### src/hw/rtl/hsv2rgb_pkg.sv
// Shared sector type and sector codes for the HSV to RGB pixel pipeline.
package hsv2rgb_pkg;

  typedef logic [2:0] sector_t;

  localparam sector_t SEC_RED_YEL = 3'd0;  // (v, t, p)
  localparam sector_t SEC_YEL_GRN = 3'd1;  // (q, v, p)
  localparam sector_t SEC_GRN_CYN = 3'd2;  // (p, v, t)
  localparam sector_t SEC_CYN_BLU = 3'd3;  // (p, q, v)
  localparam sector_t SEC_BLU_MAG = 3'd4;  // (t, p, v)
  localparam sector_t SEC_MAG_RED = 3'd5;  // (v, p, q)
  localparam sector_t SEC_WRAP    = 3'd6;  // hue of exactly one

endpackage

### src/hw/rtl/hsv2rgb_prep.sv
// Stage one: clamp the inputs, scale hue by six, split it into sector and fraction.
module hsv2rgb_prep #(
  parameter int FRAC_BITS = 16
) (
  input  logic                       clk,
  input  logic                       rst_n,
  input  logic                       in_vld,
  input  logic [FRAC_BITS:0]         in_hue,
  input  logic [FRAC_BITS:0]         in_sat,
  input  logic [FRAC_BITS:0]         in_val,
  output logic                       vld,
  output hsv2rgb_pkg::sector_t       sector,
  output logic [FRAC_BITS-1:0]       frac,
  output logic [FRAC_BITS:0]         sat,
  output logic [FRAC_BITS:0]         val
);
  import hsv2rgb_pkg::*;

  localparam int W = FRAC_BITS + 1;
  localparam logic [W-1:0] ONE = {1'b1, {FRAC_BITS{1'b0}}};

  logic [W-1:0]   hue_c;
  logic [W-1:0]   sat_nxt;
  logic [W-1:0]   val_nxt;
  logic [W+1:0]   hue6;
  sector_t        sec_raw;
  sector_t        sector_nxt;

  logic           vld_r;
  sector_t        sector_r;
  logic [FRAC_BITS-1:0] frac_r;
  logic [W-1:0]   sat_r;
  logic [W-1:0]   val_r;

  assign hue_c   = (in_hue > ONE) ? ONE : in_hue;
  assign sat_nxt = (in_sat > ONE) ? ONE : in_sat;
  assign val_nxt = (in_val > ONE) ? ONE : in_val;

  // six times hue as four times plus two times
  assign hue6    = {hue_c, 2'b00} + {1'b0, hue_c, 1'b0};
  assign sec_raw = hue6[FRAC_BITS+2:FRAC_BITS];
  assign sector_nxt = (sec_raw == SEC_WRAP) ? SEC_RED_YEL : sec_raw;

  always_ff @(posedge clk) begin
    if (!rst_n) begin
      vld_r <= 1'b0;
    end else begin
      vld_r <= in_vld;
    end
  end

  always_ff @(posedge clk) begin
    sector_r <= sector_nxt;
    frac_r   <= hue6[FRAC_BITS-1:0];
    sat_r    <= sat_nxt;
    val_r    <= val_nxt;
  end

  assign vld    = vld_r;
  assign sector = sector_r;
  assign frac   = frac_r;
  assign sat    = sat_r;
  assign val    = val_r;

endmodule

### src/hw/rtl/hsv2rgb_mul.sv
// Stages two and three: inner products f*s, (1-f)*s and p, then q and t.
module hsv2rgb_mul #(
  parameter int FRAC_BITS = 16
) (
  input  logic                       clk,
  input  logic                       rst_n,
  input  logic                       in_vld,
  input  hsv2rgb_pkg::sector_t       in_sector,
  input  logic [FRAC_BITS-1:0]       in_frac,
  input  logic [FRAC_BITS:0]         in_sat,
  input  logic [FRAC_BITS:0]         in_val,
  output logic                       vld,
  output hsv2rgb_pkg::sector_t       sector,
  output logic [FRAC_BITS:0]         val,
  output logic [FRAC_BITS:0]         p_val,
  output logic [FRAC_BITS:0]         q_val,
  output logic [FRAC_BITS:0]         t_val
);
  import hsv2rgb_pkg::*;

  localparam int W = FRAC_BITS + 1;
  localparam logic [W-1:0] ONE = {1'b1, {FRAC_BITS{1'b0}}};

  // stage two
  logic [W-1:0]   frac_w;
  logic [W-1:0]   one_m_frac;
  logic [W-1:0]   one_m_sat;
  logic [2*W-1:0] prod_fs;
  logic [2*W-1:0] prod_fts;
  logic [2*W-1:0] prod_p;

  logic           vld2_r;
  sector_t        sector2_r;
  logic [W-1:0]   val2_r;
  logic [W-1:0]   fs_r;
  logic [W-1:0]   fts_r;
  logic [W-1:0]   p2_r;

  // stage three
  logic [W-1:0]   one_m_fs;
  logic [W-1:0]   one_m_fts;
  logic [2*W-1:0] prod_q;
  logic [2*W-1:0] prod_t;

  logic           vld3_r;
  sector_t        sector3_r;
  logic [W-1:0]   val3_r;
  logic [W-1:0]   p3_r;
  logic [W-1:0]   q3_r;
  logic [W-1:0]   t3_r;

  assign frac_w     = {1'b0, in_frac};
  assign one_m_frac = ONE - frac_w;
  assign one_m_sat  = ONE - in_sat;

  assign prod_fs  = {{W{1'b0}}, frac_w}     * {{W{1'b0}}, in_sat};
  assign prod_fts = {{W{1'b0}}, one_m_frac} * {{W{1'b0}}, in_sat};
  assign prod_p   = {{W{1'b0}}, in_val}     * {{W{1'b0}}, one_m_sat};

  assign one_m_fs  = ONE - fs_r;
  assign one_m_fts = ONE - fts_r;

  assign prod_q = {{W{1'b0}}, val2_r} * {{W{1'b0}}, one_m_fs};
  assign prod_t = {{W{1'b0}}, val2_r} * {{W{1'b0}}, one_m_fts};

  always_ff @(posedge clk) begin
    if (!rst_n) begin
      vld2_r <= 1'b0;
      vld3_r <= 1'b0;
    end else begin
      vld2_r <= in_vld;
      vld3_r <= vld2_r;
    end
  end

  always_ff @(posedge clk) begin
    sector2_r <= in_sector;
    val2_r    <= in_val;
    fs_r      <= prod_fs[2*FRAC_BITS:FRAC_BITS];
    fts_r     <= prod_fts[2*FRAC_BITS:FRAC_BITS];
    p2_r      <= prod_p[2*FRAC_BITS:FRAC_BITS];

    sector3_r <= sector2_r;
    val3_r    <= val2_r;
    p3_r      <= p2_r;
    q3_r      <= prod_q[2*FRAC_BITS:FRAC_BITS];
    t3_r      <= prod_t[2*FRAC_BITS:FRAC_BITS];
  end

  assign vld    = vld3_r;
  assign sector = sector3_r;
  assign val    = val3_r;
  assign p_val  = p3_r;
  assign q_val  = q3_r;
  assign t_val  = t3_r;

endmodule

### src/hw/rtl/hsv2rgb_sel.sv
// Stage four: route v, p, q and t to red, green and blue by sector.
module hsv2rgb_sel #(
  parameter int FRAC_BITS = 16
) (
  input  logic                       clk,
  input  logic                       rst_n,
  input  logic                       in_vld,
  input  hsv2rgb_pkg::sector_t       in_sector,
  input  logic [FRAC_BITS:0]         in_val,
  input  logic [FRAC_BITS:0]         in_p,
  input  logic [FRAC_BITS:0]         in_q,
  input  logic [FRAC_BITS:0]         in_t,
  output logic                       vld,
  output logic [FRAC_BITS:0]         red,
  output logic [FRAC_BITS:0]         green,
  output logic [FRAC_BITS:0]         blue
);
  import hsv2rgb_pkg::*;

  localparam int W = FRAC_BITS + 1;

  logic [W-1:0] red_nxt;
  logic [W-1:0] green_nxt;
  logic [W-1:0] blue_nxt;

  logic         vld_r;
  logic [W-1:0] red_r;
  logic [W-1:0] green_r;
  logic [W-1:0] blue_r;

  always_comb begin
    unique case (in_sector)
      SEC_RED_YEL: begin
        red_nxt = in_val; green_nxt = in_t;   blue_nxt = in_p;
      end
      SEC_YEL_GRN: begin
        red_nxt = in_q;   green_nxt = in_val; blue_nxt = in_p;
      end
      SEC_GRN_CYN: begin
        red_nxt = in_p;   green_nxt = in_val; blue_nxt = in_t;
      end
      SEC_CYN_BLU: begin
        red_nxt = in_p;   green_nxt = in_q;   blue_nxt = in_val;
      end
      SEC_BLU_MAG: begin
        red_nxt = in_t;   green_nxt = in_p;   blue_nxt = in_val;
      end
      default: begin
        red_nxt = in_val; green_nxt = in_p;   blue_nxt = in_q;
      end
    endcase
  end

  always_ff @(posedge clk) begin
    if (!rst_n) begin
      vld_r <= 1'b0;
    end else begin
      vld_r <= in_vld;
    end
  end

  always_ff @(posedge clk) begin
    red_r   <= red_nxt;
    green_r <= green_nxt;
    blue_r  <= blue_nxt;
  end

  assign vld   = vld_r;
  assign red   = red_r;
  assign green = green_r;
  assign blue  = blue_r;

endmodule

### src/hw/rtl/hsv_to_rgb_pixel_core.sv
// Top level of the HSV to RGB pixel converter: four-stage pipeline.
//
//   channel   ports                                  handshake
//   input     in_hue, in_saturation, in_brightness   start high, busy low
//   result    out_red, out_green, out_blue           out_valid strobe, one cycle
//
// One pixel per clock; each taken beat passes the prep, the two multiplier and the select registers in turn.
// Latency is set by the two chained multiplier stages (f*s, then v*(1-f*s)),
// each followed by a register, plus the input and output registers.
// busy is always low: the receiver cannot stall, so nothing is ever held.
// Synchronous reset clears the valid bits only; payload registers are not reset.
module hsv_to_rgb_pixel_core #(
  parameter int FRAC_BITS = 16
) (
  input  logic                 clk,
  input  logic                 rst_n,
  input  logic                 start,
  output logic                 busy,
  input  logic [FRAC_BITS:0]   in_hue,
  input  logic [FRAC_BITS:0]   in_saturation,
  input  logic [FRAC_BITS:0]   in_brightness,
  output logic                 out_valid,
  output logic [FRAC_BITS:0]   out_red,
  output logic [FRAC_BITS:0]   out_green,
  output logic [FRAC_BITS:0]   out_blue
);
  import hsv2rgb_pkg::*;

  localparam int W = FRAC_BITS + 1;
  localparam logic [W-1:0] ONE = {1'b1, {FRAC_BITS{1'b0}}};

  logic                 accept;
  logic                 s1_vld;
  sector_t              s1_sector;
  logic [FRAC_BITS-1:0] s1_frac;
  logic [W-1:0]         s1_sat;
  logic [W-1:0]         s1_val;

  logic                 s3_vld;
  sector_t              s3_sector;
  logic [W-1:0]         s3_val;
  logic [W-1:0]         s3_p;
  logic [W-1:0]         s3_q;
  logic [W-1:0]         s3_t;

  assign busy   = 1'b0;
  assign accept = start & ~busy;

  hsv2rgb_prep #(.FRAC_BITS(FRAC_BITS)) u_prep (
    .clk    (clk),
    .rst_n  (rst_n),
    .in_vld (accept),
    .in_hue (in_hue),
    .in_sat (in_saturation),
    .in_val (in_brightness),
    .vld    (s1_vld),
    .sector (s1_sector),
    .frac   (s1_frac),
    .sat    (s1_sat),
    .val    (s1_val)
  );

  hsv2rgb_mul #(.FRAC_BITS(FRAC_BITS)) u_mul (
    .clk       (clk),
    .rst_n     (rst_n),
    .in_vld    (s1_vld),
    .in_sector (s1_sector),
    .in_frac   (s1_frac),
    .in_sat    (s1_sat),
    .in_val    (s1_val),
    .vld       (s3_vld),
    .sector    (s3_sector),
    .val       (s3_val),
    .p_val     (s3_p),
    .q_val     (s3_q),
    .t_val     (s3_t)
  );

  hsv2rgb_sel #(.FRAC_BITS(FRAC_BITS)) u_sel (
    .clk       (clk),
    .rst_n     (rst_n),
    .in_vld    (s3_vld),
    .in_sector (s3_sector),
    .in_val    (s3_val),
    .in_p      (s3_p),
    .in_q      (s3_q),
    .in_t      (s3_t),
    .vld       (out_valid),
    .red       (out_red),
    .green     (out_green),
    .blue      (out_blue)
  );

`ifndef ASSERT_OFF
  a_latency: assert property (@(posedge clk) disable iff (!rst_n)
    accept |-> ##4 out_valid)
    else $error("accepted beat did not come out after four cycles");

  a_no_phantom: assert property (@(posedge clk) disable iff (!rst_n)
    !accept |-> ##4 !out_valid)
    else $error("result strobe without an accepted beat");

  a_range: assert property (@(posedge clk) disable iff (!rst_n)
    out_valid |-> (out_red <= ONE) && (out_green <= ONE) && (out_blue <= ONE))
    else $error("result channel above one");

  a_black: assert property (@(posedge clk) disable iff (!rst_n)
    accept && (in_brightness == '0) |->
      ##4 (out_red == '0) && (out_green == '0) && (out_blue == '0))
    else $error("zero brightness did not give black");
`endif

endmodule

### config.mk
export PLATFORM = sky130hd
export DESIGN_NAME = hsv_to_rgb_pixel_core
export DESIGN_NICKNAME = d
export VERILOG_FILES = /design/src/hw/rtl/hsv2rgb_pkg.sv /design/src/hw/rtl/hsv2rgb_prep.sv /design/src/hw/rtl/hsv2rgb_mul.sv /design/src/hw/rtl/hsv2rgb_sel.sv /design/src/hw/rtl/hsv_to_rgb_pixel_core.sv
export SDC_FILE = /design/constraint.sdc
export NUM_CORES = 2
export LEC_CHECK = 0
export BUFFER_PORTS_ARGS = -buffer_cell sky130_fd_sc_hd__buf_2
export CORE_MARGIN = 2
export CORE_UTILIZATION = 30
export DETAILED_ROUTE_END_ITERATION = 12
export GPL_TIMING_DRIVEN = 0
export HOLD_SLACK_MARGIN = 0.12
export MAX_ROUTING_LAYER = met4
export REMOVE_ABC_BUFFERS = 1
export SETUP_SLACK_MARGIN = 0.2
export SLEW_MARGIN = 10
export SYNTH_ARGS = -nofsm -noshare
export SYNTH_HDL_FRONTEND = slang
export SYNTH_SLANG_ARGS = --single-unit
### constraint.sdc
create_clock -name clk -period 10.5 [get_ports clk]
set_input_delay 0.525 -clock clk [delete_from_list [all_inputs] [get_ports clk]]
set_output_delay 0.525 -clock clk [all_outputs]
set_load 0.005 [all_outputs]
==> results.md <==
Placement:
- The placed cell count is 8033.
- The placer's final routability congestion estimate is 0.8340.
- Once detailed placement completed, the half-perimeter wirelength came to 102100 um.
- Port buffering added 105 buffers.

Min path:
- The class of the tightest hold or removal check is input pin to flop.
- The startpoint identified for the worst hold timing path is in_saturation[16].

Yosys:
- The proportion of synthesized chip area in sequential cells is 9.557%.
- The average footprint of a synthesized cell is 8.965 um^2.
- Summing the areas of all compound-gate instances in the mapped netlist gives 4.402% of the synthesized area.
- The share of synthesized flip-flops with an asynchronous set or reset is 0%.
- Of the total synthesized cell area, the portion taken by XOR and XNOR cells is 2.833%.
- The portion of synthesized area spent on multiplexers is 1.768%.
- The total of flip-flops plus latches after synthesis is 249.
- Counting instances in the post-synthesis netlist gives the leading cell types as inv_1 (1336), fa_1 (1063), nand2_1 (896).
- The synthesized design contains 0 enable-type register cells.
- In the synthesized netlist, the number of instances is 5818.
- The top-area cell type share of the netlist area is 40.80%.
- In the post-synthesis netlist, the cell with the most instances is inv_1.
- The total of warnings raised by yosys is 0.
- After Yosys synthesis, and, or, nand and nor cells account for 16.22% of the synthesized area.
- The cell taking the most area after synthesis is fa_1.
- The main combinational cell family by area after synthesis is adder cells.
- The synthesized netlist devotes 53.59% of its cell area to adder and majority cells.
- For this run, the leading register cell type out of synthesis is dfxtp_1.
- By area the synthesized netlist is led by fa_1 (41%), ha_1 (13%), inv_1 (9.6%).
- The post-synthesis cell type count is 71.
- Summing every instance area after synthesis gives 52160 um^2.

Timing:
- The worst pin sits at a relative slew slack of 22.43%.
- Setup violations remaining at the end of the flow were counted as 0.
- The accumulated negative setup slack is 0 ns.
- The largest clock skew in the final design is 0.02761 ns.
- The final clock period utilization by the worst path is 82.21%.
- The number of slew-limit violations in the final report came to 0.
- The final critical-path required period is 8.632 ns.
- Setup repair after global routing left no endpoint under its margin.
- The final-report hold violation count is 0.
- For the pin with the worst max-slew slack, the measured transition is 1.162 ns.
- Static timing analysis puts the maximum clock frequency at 115.8 MHz.

Finish:
- The final cell count without fillers is 8095.
- Of the cells placed in the final design, the portion with a size suffix greater than 1 is 6.588%.
- The signed area change from the synthesized netlist to the final layout is 9.564%.
- For this run, the post-layout net count is 7394.

Critical path:
- The launch instance of the worst register-to-register path is u_mul.fts_r[0]$_DFF_P_.
- The setup slack on the worst flop-to-flop path is 1.87 ns.
- The number of cells on the worst reg-to-reg path is 26.
- The critical path is of the flop to flop type.
- The reg-to-reg critical path endpoint is u_mul.t_val[16]$_DFF_P_.
- The data arrival time at the worst-slack endpoint is 9.08 ns.
- At the worst endpoint, the required time is 10.94 ns.
- The largest fanout on the critical path is 18.
- The critical path endpoint is u_mul.t_val[16]$_DFF_P_.
- The endpoint kind of the worst setup timing path is a flop.
- The category of the worst setup path launch point is a flop.
- The launch point of the worst path is u_mul.fts_r[0]$_DFF_P_.

Routing:
- The number of nets with antenna violations after routing is 0.
- The overall routed net length is 128900 um.
- Using the TritonRoute via totals, the vias-per-cell ratio works out to 4.638.
- After detailed routing, the average wire length per cell comes to 15.93 um.
- In this run, the number of DRC markers left after iteration 0 of detailed routing was 1691.
- Detailed routing inserted a total of 37540 vias.
- The first detailed-routing pass ran for 5 iterations.
- The count of unresolved DRC violations after routing is 0.

Global routing:
- The via count of the first global-routing pass is 40980.
- The maximum number of pins on one net before global-route repair is 99.
- In the global route stage, overall resource usage came out at 15.32%.
- The final global-route overflow total is 0.
- The number of antenna violations at the first check in global routing is 3.
- The first-pass GRT wire length is 215300 um.

Clock tree:
- Clock-pin slew was measured on the worst setup and hold paths at 0.06 ns.
- Buffers inserted during clock tree synthesis total 34.
- The latest clock arrival within the worst-skew pair is 0.58 ns.
- For this design, the CTS-stage hold fixing added 0 buffers.
- The number of gates resized after CTS was 0.
- The number of setup buffers added after CTS is 0.
- The maximum number of buffers from clock root to sink is 3.
- TritonCTS built the clock tree.
- The number of H-tree levels is 2.
- The tree is rooted in a clkbuf_16.
- The tree built by TritonCTS fans out to 249 sinks.

Floorplanning:
- The core region is 173200 um^2.
- The initial utilization of the core area, before any placement, comes to 30.11%.
- Pin placement for this block handled 107 I/O pins.
- Measured along the x axis, the die boundary spans 421.0 um.
- The number of placement rows is 153.
- Measured along the y axis, the die boundary spans 421.0 um.
- The die covers 177200 um^2.

Outcome:
- The flow ran to the end, and the final reports show no timing, DRC or antenna violations.

Run:
- Max-cap violations in this run came to 0.
-- cell families (layout without fill, tap and decap cells) --
| family | count (synthesis) | count (layout) |
|---|---|---|
| flip-flops | 249 | 249 |
| AO/OA/AOI/OAI | 355 | 355 |
| XOR/XNOR | 167 | 167 |
| AND/OR/NAND/NOR | 1753 | 1753 |
| buffers and inverters | 1611 | 1561 |
| multiplexers | 86 | 86 |
| adder cells (fa/ha/maj) | 1596 | 1596 |
| other | 1 | 3 |
-- how the worst min path moves through the flow --
stage / slack [ns] / end / cells after the start
finish: 0.18 / u_prep.sat[16]$_SDFF_PN1_ / 1
floorplan: 0.31 / u_mul.p_val[0]$_DFF_P_ / 0
detailed placement: 0.31 / u_mul.p_val[11]$_DFF_P_ / 0
global route: 0.16 / u_prep.sat[16]$_SDFF_PN1_ / 1
CTS: 0.13 / u_prep.val[16]$_SDFF_PN1_ / 1
global placement: 0.31 / u_mul.p_val[11]$_DFF_P_ / 0
-- metal layers --
layer  share of wire [%]  up-vias  global-route usage, %
met5                   0        -                      -
met2                  49      940                  25.84
met4                 2.6        0                  4.071
met3                 5.2      196                  1.483
li1                    -    17150                      -
met1                  43    19260                  19.63
-- stage by stage --
step	area, um^2	util (%)	setup WS (ns)	hold slack, ns
after global routing	57140	32.98	1.203	0.1572
after detailed placement	55950	32.29	1.907	0.3121
final	57150	32.99	1.868	0.1814
after floorplan	51110	-	2.868	0.3096
after global placement	54550	31.49	0.1964	0.3124
after CTS	57100	32.96	1.876	0.1337
-- layout make-up --
type | count | area [um^2]
fillers | 17800 | 116100
multi-input cells | 3958 | 41540
flip-flops and latches | 249 | 5035
inverters | 1337 | 5021
well taps | 2325 | 2909
repair buffers | 164 | 1481
clock buffers | 42 | 930.9
clock inverters | 18 | 222.7
diodes | 2 | 5.005
-- critical path, cell delays in order, from the launching register on --
cell,delay (ns)
dfxtp_1,0.56
inv_1,0.19
ha_1,0.22
nand2_1,0.13
nor3_1,0.48
nand2_1,0.25
nor4b_1,0.49
xor2_2,0.74
and2_1,0.24
fa_1,0.43
fa_1,0.47
fa_1,0.52
fa_1,0.43
fa_1,0.49
inv_1,0.05
fa_1,0.47
inv_1,0.04
ha_1,0.32
a21o_1,0.18
a21o_1,0.17
a21oi_1,0.18
o21ai_0,0.14
a31o_2,0.25
a31oi_1,0.34
o21ai_0,0.21
o41ai_1,0.37
xnor2_1,0.12
-- cell usage in the layout, fill, tap and decap left out, types with 95 or more instances in the layout --
master and n:
a21oi_1 116, and2_1 503, buf_2 105, dfxtp_1 213, fa_1 1063, ha_1 533
inv_1 1336, nand2_1 896, nor2_1 95
Power is not shown: default switching activity piles up to over one toggle a cycle in this logic, so the estimate is an artifact.
